**config.mk**
```make
export PLATFORM = sky130hd
export DESIGN_NAME = earliest_wake_task_scheduler
export DESIGN_NICKNAME = d
export VERILOG_FILES = /design/src/rtl/core/ewts_pkg.sv /design/src/rtl/core/ewts_ctrl.sv /design/src/rtl/core/ewts_dpath.sv /design/src/rtl/core/earliest_wake_task_scheduler.sv
export SDC_FILE = /design/constraint.sdc
export NUM_CORES = 1
export LEC_CHECK = 0
export ABC_AREA = 1
export BUFFER_PORTS_ARGS = -buffer_cell sky130_fd_sc_hd__clkbuf_2
export CORE_AREA = 2 2 245 247
export CTS_BUF_LIST = sky130_fd_sc_hd__clkbuf_8
export DETAILED_ROUTE_END_ITERATION = 6
export DIE_AREA = 0 0 247 249
export PLACE_DENSITY = 0.73
export SYNTH_ARGS = -nofsm -noshare
export SYNTH_HDL_FRONTEND = slang
export SYNTH_SLANG_ARGS = --single-unit
```
**constraint.sdc**
```tcl
create_clock -name clk -period 5.3 [get_ports clk]
set_input_delay 0.795 -clock clk [delete_from_list [all_inputs] [get_ports clk]]
set_output_delay 0.795 -clock clk [all_outputs]
set_load 0.005 [all_outputs]
```
**src/rtl/core/ewts_pkg.sv**
```systemverilog
// Shared types, constants and the microcode program of the earliest-wake scheduler.
// Used by ewts_ctrl, ewts_dpath and earliest_wake_task_scheduler; depends on nothing.
`default_nettype none
package ewts_pkg;

	// table geometry
	localparam int MAX_TASKS = 16;
	localparam int SLOT_W    = (MAX_TASKS > 1) ? $clog2(MAX_TASKS) : 1;
	localparam int COUNT_W   = $clog2(MAX_TASKS + 1);
	localparam int TIME_W    = 32;
	localparam int PC_W      = 4;

	// result field widths
	localparam int OUT_SLOT_W  = 4;
	localparam int OUT_COUNT_W = 5;
	localparam int STATUS_W    = 2;

	// item kinds
	localparam logic ACT_ADD  = 1'b0;
	localparam logic ACT_EXEC = 1'b1;

	// status codes
	localparam logic [STATUS_W-1:0] ST_OK    = 2'd0;
	localparam logic [STATUS_W-1:0] ST_FULL  = 2'd1;
	localparam logic [STATUS_W-1:0] ST_EMPTY = 2'd2;

	// datapath operations
	typedef enum logic [2:0] {
		OP_NOP,
		OP_ADD,
		OP_FULL,
		OP_SCAN,
		OP_EXE1,
		OP_EXE2,
		OP_EMPTY,
		OP_DONE
	} op_t;

	// jump conditions
	typedef enum logic [2:0] {
		C_NEVER,
		C_ALWAYS,
		C_NOSTART,
		C_EXEC,
		C_FULL,
		C_EMPTY,
		C_SCAN_MORE,
		C_OUTBUSY
	} cond_t;

	typedef struct packed {
		op_t             op;
		cond_t           cond;
		logic [PC_W-1:0] target;
	} ctl_t;

	// datapath status seen by the sequencer
	typedef struct packed {
		logic exec;
		logic full;
		logic empty;
		logic scan_more;
	} dp_flags_t;

	typedef struct packed {
		logic      nostart;
		logic      outbusy;
		dp_flags_t dp;
	} flags_t;

	typedef struct packed {
		logic [OUT_SLOT_W-1:0]  next_slot;
		logic [TIME_W-1:0]      delay_to_next;
		logic [OUT_SLOT_W-1:0]  ran_slot;
		logic [OUT_COUNT_W-1:0] task_count;
		logic [STATUS_W-1:0]    status;
	} res_t;

	// program addresses
	localparam logic [PC_W-1:0] PC_IDLE     = 4'd0;
	localparam logic [PC_W-1:0] PC_DISPATCH = 4'd1;
	localparam logic [PC_W-1:0] PC_ADD_CHK  = 4'd2;
	localparam logic [PC_W-1:0] PC_ADD      = 4'd3;
	localparam logic [PC_W-1:0] PC_ADD_FULL = 4'd4;
	localparam logic [PC_W-1:0] PC_SCAN     = 4'd5;
	localparam logic [PC_W-1:0] PC_DRAIN    = 4'd6;
	localparam logic [PC_W-1:0] PC_WAIT_OUT = 4'd7;
	localparam logic [PC_W-1:0] PC_DONE     = 4'd8;
	localparam logic [PC_W-1:0] PC_EXE_CHK  = 4'd9;
	localparam logic [PC_W-1:0] PC_EXE_SCAN = 4'd10;
	localparam logic [PC_W-1:0] PC_EXE_DRN  = 4'd11;
	localparam logic [PC_W-1:0] PC_EXE1     = 4'd12;
	localparam logic [PC_W-1:0] PC_EXE2     = 4'd13;
	localparam logic [PC_W-1:0] PC_EMPTY    = 4'd14;
	localparam logic [PC_W-1:0] PC_SPARE    = 4'd15;

	// microcode ROM: a taken condition jumps to target, otherwise advance by one
	function automatic ctl_t ucode_rom(input logic [PC_W-1:0] pc);
		ctl_t w;
		unique case (pc)
			PC_IDLE:     w = '{OP_NOP,   C_NOSTART,   PC_IDLE};
			PC_DISPATCH: w = '{OP_NOP,   C_EXEC,      PC_EXE_CHK};
			PC_ADD_CHK:  w = '{OP_NOP,   C_FULL,      PC_ADD_FULL};
			PC_ADD:      w = '{OP_ADD,   C_ALWAYS,    PC_SCAN};
			PC_ADD_FULL: w = '{OP_FULL,  C_NEVER,     PC_IDLE};
			PC_SCAN:     w = '{OP_SCAN,  C_SCAN_MORE, PC_SCAN};
			PC_DRAIN:    w = '{OP_NOP,   C_NEVER,     PC_IDLE};
			PC_WAIT_OUT: w = '{OP_NOP,   C_OUTBUSY,   PC_WAIT_OUT};
			PC_DONE:     w = '{OP_DONE,  C_ALWAYS,    PC_IDLE};
			PC_EXE_CHK:  w = '{OP_NOP,   C_EMPTY,     PC_EMPTY};
			PC_EXE_SCAN: w = '{OP_SCAN,  C_SCAN_MORE, PC_EXE_SCAN};
			PC_EXE_DRN:  w = '{OP_NOP,   C_NEVER,     PC_IDLE};
			PC_EXE1:     w = '{OP_EXE1,  C_NEVER,     PC_IDLE};
			PC_EXE2:     w = '{OP_EXE2,  C_ALWAYS,    PC_SCAN};
			PC_EMPTY:    w = '{OP_EMPTY, C_ALWAYS,    PC_WAIT_OUT};
			PC_SPARE:    w = '{OP_NOP,   C_ALWAYS,    PC_IDLE};
			default:     w = '{OP_NOP,   C_ALWAYS,    PC_IDLE};
		endcase
		return w;
	endfunction

endpackage
`default_nettype wire

```
**src/rtl/core/ewts_ctrl.sv**
```systemverilog
// Microcode sequencer: step counter, control word fetch and conditional jumps.
// Depends on ewts_pkg for the control word, flags and the program ROM.
`default_nettype none
module ewts_ctrl (
	input  wire              clk,
	input  wire              arst_n,
	input  ewts_pkg::flags_t flags,
	output ewts_pkg::ctl_t   ctl,
	output logic             idle
);

	logic [ewts_pkg::PC_W-1:0] pc_q;
	logic                      taken;

	// fetch the current control word
	assign ctl  = ewts_pkg::ucode_rom(pc_q);
	assign idle = (pc_q == ewts_pkg::PC_IDLE);

	// evaluate the jump condition
	always_comb begin
		unique case (ctl.cond)
			ewts_pkg::C_NEVER:     taken = 1'b0;
			ewts_pkg::C_ALWAYS:    taken = 1'b1;
			ewts_pkg::C_NOSTART:   taken = flags.nostart;
			ewts_pkg::C_EXEC:      taken = flags.dp.exec;
			ewts_pkg::C_FULL:      taken = flags.dp.full;
			ewts_pkg::C_EMPTY:     taken = flags.dp.empty;
			ewts_pkg::C_SCAN_MORE: taken = flags.dp.scan_more;
			ewts_pkg::C_OUTBUSY:   taken = flags.outbusy;
			default:               taken = 1'b0;
		endcase
	end

	// advance or jump
	always_ff @(posedge clk or negedge arst_n) begin
		if (!arst_n) begin
			pc_q <= ewts_pkg::PC_IDLE;
		end else if (taken) begin
			pc_q <= ctl.target;
		end else begin
			pc_q <= pc_q + 1'b1;
		end
	end

endmodule
`default_nettype wire

```
**src/rtl/core/ewts_dpath.sv**
```systemverilog
// Datapath: wake-time memory, current time, slot count and the earliest-slot scan.
// Driven by the op field of the microcode word; depends on ewts_pkg.
`default_nettype none
module ewts_dpath (
	input  wire                               clk,
	input  wire                               arst_n,
	input  ewts_pkg::op_t                     op,
	input  wire                               start,
	input  wire                               action_in,
	input  wire  [ewts_pkg::TIME_W-1:0]       delay_in,
	output ewts_pkg::dp_flags_t               flags,
	output ewts_pkg::res_t                    res
);

	localparam int SW = ewts_pkg::SLOT_W;
	localparam int CW = ewts_pkg::COUNT_W;
	localparam int TW = ewts_pkg::TIME_W;

	logic [TW-1:0] wake_mem [ewts_pkg::MAX_TASKS];

	logic [CW-1:0]                count_q;
	logic [TW-1:0]                cur_q;
	logic                         cmp_valid_q;
	logic [SW-1:0]                scan_idx_q;
	logic [SW-1:0]                cmp_idx_q;
	logic [TW-1:0]                rdata_q;
	logic [SW-1:0]                best_q;
	logic [TW-1:0]                best_off_q;
	logic [SW-1:0]                ran_q;
	logic [ewts_pkg::STATUS_W-1:0] status_q;
	logic                         action_q;
	logic [TW-1:0]                delay_q;

	logic [TW-1:0] off;
	logic          take;
	logic          wr_en;
	logic [SW-1:0] wr_addr;
	logic [TW-1:0] wr_data;

	// offset of the entry just read, relative to the current time
	assign off  = rdata_q - cur_q;
	assign take = cmp_valid_q && ((cmp_idx_q == '0) || (off < best_off_q));

	assign flags.exec      = (action_q == ewts_pkg::ACT_EXEC);
	assign flags.full      = (count_q == CW'(ewts_pkg::MAX_TASKS));
	assign flags.empty     = (count_q == '0);
	assign flags.scan_more = (CW'(scan_idx_q) != (count_q - CW'(1)));

	// memory write port: new slot on add, rescheduled slot on execute
	always_comb begin
		wr_en   = 1'b0;
		wr_addr = best_q;
		wr_data = cur_q + delay_q;
		if (op == ewts_pkg::OP_ADD) begin
			wr_en   = 1'b1;
			wr_addr = count_q[SW-1:0];
			wr_data = cur_q;
		end else if (op == ewts_pkg::OP_EXE2) begin
			wr_en = 1'b1;
		end
	end

	// wake-time memory, registered read
	always_ff @(posedge clk) begin
		if (wr_en) begin
			wake_mem[wr_addr] <= wr_data;
		end
		rdata_q <= wake_mem[scan_idx_q];
	end

	// control state
	always_ff @(posedge clk or negedge arst_n) begin
		if (!arst_n) begin
			count_q     <= '0;
			cur_q       <= '0;
			cmp_valid_q <= 1'b0;
			scan_idx_q  <= '0;
		end else begin
			cmp_valid_q <= (op == ewts_pkg::OP_SCAN);
			if (op == ewts_pkg::OP_SCAN) begin
				scan_idx_q <= scan_idx_q + 1'b1;
			end else begin
				scan_idx_q <= '0;
			end
			if (op == ewts_pkg::OP_ADD) begin
				count_q <= count_q + 1'b1;
			end
			// move time to the earliest wake time
			if (op == ewts_pkg::OP_EXE1) begin
				cur_q <= cur_q + best_off_q;
			end
		end
	end

	// payload registers
	always_ff @(posedge clk) begin
		cmp_idx_q <= scan_idx_q;
		if (start) begin
			action_q <= action_in;
			delay_q  <= delay_in;
		end
		// keep the earliest entry; a tie keeps the lower slot
		if (take) begin
			best_q     <= cmp_idx_q;
			best_off_q <= off;
		end
		unique case (op)
			ewts_pkg::OP_ADD: begin
				ran_q    <= count_q[SW-1:0];
				status_q <= ewts_pkg::ST_OK;
			end
			ewts_pkg::OP_FULL: begin
				ran_q    <= '0;
				status_q <= ewts_pkg::ST_FULL;
			end
			ewts_pkg::OP_EXE2: begin
				ran_q    <= best_q;
				status_q <= ewts_pkg::ST_OK;
			end
			ewts_pkg::OP_EMPTY: begin
				ran_q      <= '0;
				best_q     <= '0;
				best_off_q <= '0;
				status_q   <= ewts_pkg::ST_EMPTY;
			end
			default: begin
			end
		endcase
	end

	assign res.next_slot     = ewts_pkg::OUT_SLOT_W'(best_q);
	assign res.delay_to_next = best_off_q;
	assign res.ran_slot      = ewts_pkg::OUT_SLOT_W'(ran_q);
	assign res.task_count    = ewts_pkg::OUT_COUNT_W'(count_q);
	assign res.status        = status_q;

endmodule
`default_nettype wire

```
**src/rtl/core/earliest_wake_task_scheduler.sv**
```systemverilog
// Earliest-wake task scheduler, one item at a time under a microcoded sequencer.
// The next item is taken in the cycle after the result is loaded; a result not yet taken
// holds the sequencer in its wait step.
// Asynchronous active-low reset clears time, task count, sequencer and output valid.
`default_nettype none
module earliest_wake_task_scheduler (
	input  wire        clk,
	input  wire        arst_n,
	input  wire        s_axis_tvalid,
	output logic       s_axis_tready,
	input  wire [31:0] s_axis_tdata,  // [31:0] delay_us
	input  wire        s_axis_tuser,  // [0] action
	output logic       m_axis_tvalid,
	input  wire        m_axis_tready,
	// [3:0] next_slot, [35:4] delay_to_next, [39:36] ran_slot, [44:40] task_count,
	// [47:45] zero
	output logic [47:0] m_axis_tdata,
	output logic [1:0]  m_axis_tuser  // [1:0] status
);

	ewts_pkg::ctl_t      ctl;
	ewts_pkg::flags_t    flags;
	ewts_pkg::dp_flags_t dp_flags;
	ewts_pkg::res_t      res;
	logic                idle;
	logic                start;
	ewts_pkg::res_t      out_q;
	logic                out_valid_q;

	assign s_axis_tready = idle;
	assign start         = s_axis_tvalid && s_axis_tready;

	assign flags.nostart = !s_axis_tvalid;
	assign flags.outbusy = out_valid_q && !m_axis_tready;
	assign flags.dp      = dp_flags;

	ewts_ctrl u_ctrl (
		.clk    (clk),
		.arst_n (arst_n),
		.flags  (flags),
		.ctl    (ctl),
		.idle   (idle)
	);

	ewts_dpath u_dpath (
		.clk       (clk),
		.arst_n    (arst_n),
		.op        (ctl.op),
		.start     (start),
		.action_in (s_axis_tuser),
		.delay_in  (s_axis_tdata),
		.flags     (dp_flags),
		.res       (res)
	);

	// hold the result until it is taken
	always_ff @(posedge clk or negedge arst_n) begin
		if (!arst_n) begin
			out_valid_q <= 1'b0;
		end else if (ctl.op == ewts_pkg::OP_DONE) begin
			out_valid_q <= 1'b1;
		end else if (m_axis_tready) begin
			out_valid_q <= 1'b0;
		end
	end

	always_ff @(posedge clk) begin
		if (ctl.op == ewts_pkg::OP_DONE) begin
			out_q <= res;
		end
	end

	assign m_axis_tvalid = out_valid_q;
	assign m_axis_tdata  = {3'b000, out_q.task_count, out_q.ran_slot,
		out_q.delay_to_next, out_q.next_slot};
	assign m_axis_tuser  = out_q.status;

`ifndef ASSERT_OFF
	// no second item enters while one is at work
	assert property (@(posedge clk) disable iff (!arst_n)
		(s_axis_tvalid && s_axis_tready) |=> !s_axis_tready)
		else $error("item accepted while sequencer busy");

	// the result register is only loaded once the previous item is gone
	assert property (@(posedge clk) disable iff (!arst_n)
		(ctl.op == ewts_pkg::OP_DONE) |-> (!out_valid_q || m_axis_tready))
		else $error("result overwritten before it was taken");

	// a full-table add reports no slot
	assert property (@(posedge clk) disable iff (!arst_n)
		(m_axis_tvalid && (m_axis_tuser == ewts_pkg::ST_FULL)) |->
		(m_axis_tdata[39:36] == '0))
		else $error("full status with nonzero ran_slot");

	// an empty execute reports zeros and an empty table
	assert property (@(posedge clk) disable iff (!arst_n)
		(m_axis_tvalid && (m_axis_tuser == ewts_pkg::ST_EMPTY)) |->
		((m_axis_tdata[44:40] == '0) && (m_axis_tdata[35:4] == '0)))
		else $error("empty status with stale fields");
`endif

endmodule
`default_nettype wire
```
### Word level (Yosys, flattened, before mapping)

Memories as Yosys holds them, arrays and structs flattened. A register that Yosys moved wholly into a read port is not among the register bits.
Cells that the tools add are included.

* memories: 2
* output and inout bits: 52
* memory bits (read-only): 160
* RAM bits: 512
* flip-flop bits (word level): 173
* latch bits: 0

Memory list
* u_dpath.wake_mem: depth 16, width 32, rd ports 1, clocked after Yosys merged registers in 1, wr ports 1, line ewts_dpath.sv:19 `logic [TW-1:0] wake_mem [ewts_pkg::MAX_TASKS];`
* (name not given): depth 16, width 10, rd ports 1, clocked after Yosys merged registers in 0, wr ports 0, line ewts_pkg.sv:100 `unique case (pc)`

* multiplexer cells: 13
* shift-type cells: 0
* multipliers: 0
* bitwise gates (word level): 0
* add/sub/neg operators: 7
* equal/unequal tests: 16
* $lt $le $gt $ge: 1
* div/mod/pow operators: 0
* reductions and logical operators: 15

Operator list (count)
* 32-bit adder: 2
* 32-bit less-than comparator: 1
* 32-bit 2-to-1 mux: 1
* 32-bit subtractor: 1
* 3-bit equality test, second input constant: 8
* 3-bit by 2-bit equality test with 1-bit output, second input constant: 4
* 4-bit 2-to-1 mux: 3
* 4-bit one-hot mux with 3 select lines: 1
* 4-bit by 1-bit adder with 4-bit output, second input constant: 2
* 4-bit zero test: 2
* 1-bit one-hot mux with 8 select lines: 1
* 3-bit by 1-bit equality test with 1-bit output, second input constant: 2
* 1-bit 2-to-1 mux: 6
* 2-bit one-hot mux with 3 select lines: 1
* 3-bit nonzero test: 2
* 5-bit by 1-bit adder with 5-bit output, second input constant: 1
* 5-bit equality test, second input constant: 1
* 5-bit zero test: 1
* 4-bit by 5-bit inequality test with 1-bit output: 1
* 5-bit by 1-bit subtractor with 5-bit output, second input constant: 1
* 2-bit OR reduction: 2
* 1-bit logical AND: 3
* 3-bit zero test: 1
* 1-bit zero test: 2
* other kinds (2): 2

### Depth between registers and ports, before layout

An unclocked memory read counts as a cell.

* word-level depth: 6
* mapped depth: 27
* gate-level depth less buffers: 27

### By module

A second synthesis with hierarchy kept.

* cell total of the unflattened synthesis: 3414
* area total of the unflattened synthesis: 34652.0 sq um

Modules (own cells, without submodules)
* ewts_dpath: sequential area each 19038.3 sq um, area an instance 32532.5 sq um, instances 1, cells an instance 3258
* earliest_wake_task_scheduler: sequential area each 1436.4 sq um, area an instance 1497.7 sq um, instances 1, cells an instance 61
* ewts_ctrl: sequential area each 100.1 sq um, area an instance 621.8 sq um, instances 1, cells an instance 95

### Worst setup path after synthesis

Ideal clock, no wire load.

* kind: register to register
* from: reg u_ctrl.pc_q[0] in the netlist's numbering
* to: mem u_dpath.wake_mem[11][0] in the netlist's numbering (enable)
* stages on the path, launching flop included: 12
* arrival: 4193 ps
* setup slack: 646 ps
* setup time: 461 ps
* buffers on the path: 0
* required time: 4839 ps
* path through: dfrtp_1 inv_1 ha_1 nand2_1 a31oi_1 inv_1 ha_1 nand2_8 nor2_2 a21oi_2 nand2_1 nor3_1

* longest elaborated chain between the ends: 6
* elaborated cells between the ends (all ways): 8

Ends and longest elaborated chain
* from (decl): line ewts_ctrl.sv:12 `logic [ewts_pkg::PC_W-1:0] pc_q;`
* from (signal assigned): line ewts_ctrl.sv:37 `pc_q <= ewts_pkg::PC_IDLE;`
* from (signal assigned): line ewts_ctrl.sv:39 `pc_q <= ctl.target;`
* from (signal assigned): line ewts_ctrl.sv:41 `pc_q <= pc_q + 1'b1;`
* memory 16 x 10 bit (*)
* 3-bit equality test: line ewts_dpath.sv:58 `end else if (op == ewts_pkg::OP_EXE2) begin`
* 1-bit 2-to-1 mux: line ewts_dpath.sv:58
* 1-bit 2-to-1 mux: line ewts_dpath.sv:54 `if (op == ewts_pkg::OP_ADD) begin`
* 1-bit 2-to-1 mux: line ewts_dpath.sv:65 `if (wr_en) begin`
* 1-bit 2-to-1 mux (not written as such): line ewts_dpath.sv:66 `wake_mem[wr_addr] <= wr_data;`
* to (decl): line ewts_dpath.sv:19

Mark *: on every way between the ends. The rest lies on a longest branch, timed or not.

### Worst setup path in the final report

* from: reg u_dpath.cur_q[11]
* to: reg u_dpath.best_off_q[17]

* longest elaborated chain between the ends: 4

Ends and longest elaborated chain
* from (decl): line ewts_dpath.sv:22 `logic [TW-1:0] cur_q;`
* from (signal assigned): line ewts_dpath.sv:90 `cur_q <= cur_q + best_off_q;`
* 32-bit subtractor: line ewts_dpath.sv:41 `assign off = rdata_q - cur_q;`
* net u_dpath.off[30]: line ewts_dpath.sv:34 `logic [TW-1:0] off;`
* 32-bit less-than comparator: line ewts_dpath.sv:42 `assign take = cmp_valid_q && ((cmp_idx_q == '0) || (off < best_off_q));`
* 1-bit logical OR: line ewts_dpath.sv:42
* 1-bit logical AND: line ewts_dpath.sv:42
* to (signal assigned): line ewts_dpath.sv:105 `best_off_q <= off;`
* to (signal assigned): line ewts_dpath.sv:123 `best_off_q <= '0;`
* to (decl): line ewts_dpath.sv:28 `logic [TW-1:0] best_off_q;`

The timed path passes the listed nets, and every way through them passes these cells.
A chain may end at the register's enable or synchronous reset.

==> impl_metrics.ini <==
[pwr]
p_per_area_nw_per_um2 = 692
leakage_nw = 15.6
ir_worst_vdd_v = 0.000404
power_w = 0.0268

[critical_path]
cp.required_ps = 5950
crit_path_end_kind = register
timing.critical_path.fanout_max = 34
arrival_ps = 5080
cp-start-kind = register
critical_path_class = register to register
rrSetupSlack_ps = 870

[finish]
layout_common_cells = edfxtp_1, nand2_1, inv_1, a21oi_1, o21ai_0
drive_gt1_share_pct = 10.3
nets = 3713
final_common_cell = edfxtp_1
syn_to_final_growth_pct = 11.0
design_area_um2 = 38800

[sta]
hold_violations = 0
max_slew_margin_pct = 40.0
drv_slew = 0
worst_pin_slew_ps = 891
rsz0062_at_grt = no
post-route-min-period_ps = 4430
setup_ws_ps = 872
fin_crit_sh_pct = 83.5
finalClockSkew_ps = 48.2
fmax_ghz = 0.226
fin_tns_setup_ps = 0
finalSetupViolCount = 0

[synthesis]
synthArstFlopShare_pct = 6.56
yosys_warnings = 0
synth_seq_cells = 717
synth.avg_cell_area_um2 = 10.3
synthCells = 3383
yosysSeqAreaShare_pct = 58.9
synth.distinct_cells = 47
synthFlopType = edfxtp_1
synth_edf_count = 598
synth_area_um2 = 34900

[clocking]
cts.reportedPaths.clkPinSlew_ps = 70
cts_num_sinks = 717
numCtsBuffers = 112
cts.repair.resized = 0
tritoncts = yes
cts_hold_buf = 0
clock_path_buffers = 3
insertion_delay_ps = 760
cts-root-buf = clkbuf_8
h-tree-depth = 3
post_cts_buffers = 0

[floorplanning]
die-area_um2 = 61500
die_y_um = 249
coreArea_um2 = 58700
io_pins = 89
row_count = 89
die_w_um = 247
initial_utilization_pct = 59.5

[flow_run]
max_cap_violations = 0

[placed_design]
dpl-instance-area_um2 = 36600
globalplace.congestion = 1.01
place_ws_ps = 907
dp_hpwl_um = 69700
port_buffers = 85

[global_route]
grt_use_total_pct = 33.6
antenna_found_initial = 2
grt_pass1_wl_um = 153000
grt.overflow.total = 0
grt_max_degree = 130
grt_pass1_vias = 25500

[routing]
antenna_left = 0
wl_per_cell_um = 23.3
detail_route.iter0.violations = 2573
num_vias = 26100
drcViolationCount = 0
dr.pass1.iters = 6
avgViaCountPerCell = 5.93
drt_wl_total_um = 103000

[hold_path]
hold_class = input port to async pin

[run_status]
status = finished clean
critical path, stage by stage (launching register included):
cell and delay (ps):
dfrtp_1 580, inv_1 80, ha_1 360, nand2_1 130, nor2_1 340, nand3_1 120
nand2_1 230, nand2_1 130, nand2_1 90, nand2_1 40, nand2_1 180, inv_1 70
ha_1 270, nand2_1 70, nor3_1 260, and3_1 200, nand2_1 50, nand2_1 70
nand2_2 400, buf_4 380, a21oi_1 160, nor2_1 70
state kept, by name (all words and copies together), names as in the netlist:
register and flops:
u_dpath.cmp_valid_q 1, u_dpath.cur_q 32, u_dpath.count_q 5, m_axis_tvalid 1, u_dpath.rdata_q 32, m_axis_tdata 45, u_dpath.scan_idx_q 4, m_axis_tuser 2
u_dpath.delay_q 32, u_ctrl.pc_q 4, u_dpath.cmp_idx_q 4, u_dpath.action_q 1, u_dpath.best_off_q 32, u_dpath.status_q 2, u_dpath.ran_q 4, u_dpath.best_q 4
u_dpath.wake_mem 512
cell families after synthesis:
kind of cell    share of synthesized area [%]
compound gates                           11.9
xor+xnor                                 1.48
fa+ha+maj                                5.19
buf+inv                                  6.06
flops                                    58.9
mux                                      3.67
other cells                            0.0107
simple gates                             12.8
cell type report:
cell class | count | area [µm²]
Clock inverter | 90 | 548
Clock buffer | 118 | 1620
Antenna cell | 1 | 2.50
Sequential cell | 717 | 20600
Timing Repair Buffer | 165 | 1130
Inverter | 413 | 1550
Fill cell | 4574 | 19900
Tap cell | 773 | 967
Multi-Input combinational cell | 2124 | 12300
layer usage:
metal  wire [µm]  part of all wire (%)  track usage, %  up-vias
li1            -                     -               -    12100
met1       40800                    40            45.0    12500
met2       48400                    47            53.9     1232
met3        8180                   8.0            4.92      238
met4        5140                   5.0            16.3        0
met5           0                     0               0        -
per-stage QoR:
step	std cells	utilization, %	hold slack [ps]
finish	4401	66.0	187
CTS	4400	66.0	158
floorplan	3385	-	342
global placement	4192	62.3	410
global route	4401	66.0	174
detailed placement	4192	62.3	409
final timing paths:
| path | startpoint | depth (start not counted) | to |
|---|---|---|---|
| max | u_dpath.cur_q[11] | 21 | u_dpath.best_off_q[17] |
| min | arst_n | 2 | u_ctrl.pc_q[3] |
| max in group asynchronous | arst_n | 2 | u_dpath.scan_idx_q[1] |
| max reg2reg | u_dpath.cur_q[11] | 21 | u_dpath.best_off_q[17] |
| min reg2reg | u_dpath.status_q[1] | 0 | m_axis_tuser[1] |
| min in group clk | s_axis_tdata[16] | 1 | u_dpath.delay_q[16] |
power breakdown:
group / leakage, nW / switching [W] / internal [W] / total, W
clock network: 1.26 / 0.00226 / 0.00225 / 0.00451
registers: 6.61 / 0.000870 / 0.00887 / 0.00974
logic: 7.72 / 0.00879 / 0.00376 / 0.0125
cells in the mapped netlist, drive strengths merged, types with 72 or more instances:
cell | instances | share of area [%]
o21ai | 278 | 4.0
inv | 412 | 4.4
nor2 | 195 | 2.1
nand3 | 174 | 2.5
clkbuf | 79 | 0.85
mux2i | 128 | 3.7
o211ai | 130 | 2.8
edfxtp | 598 | 51
ha | 140 | 5.0
a21oi | 296 | 4.3
dfxtp | 72 | 4.1
nand2 | 580 | 6.3
Power figures use the tool's default switching activity.
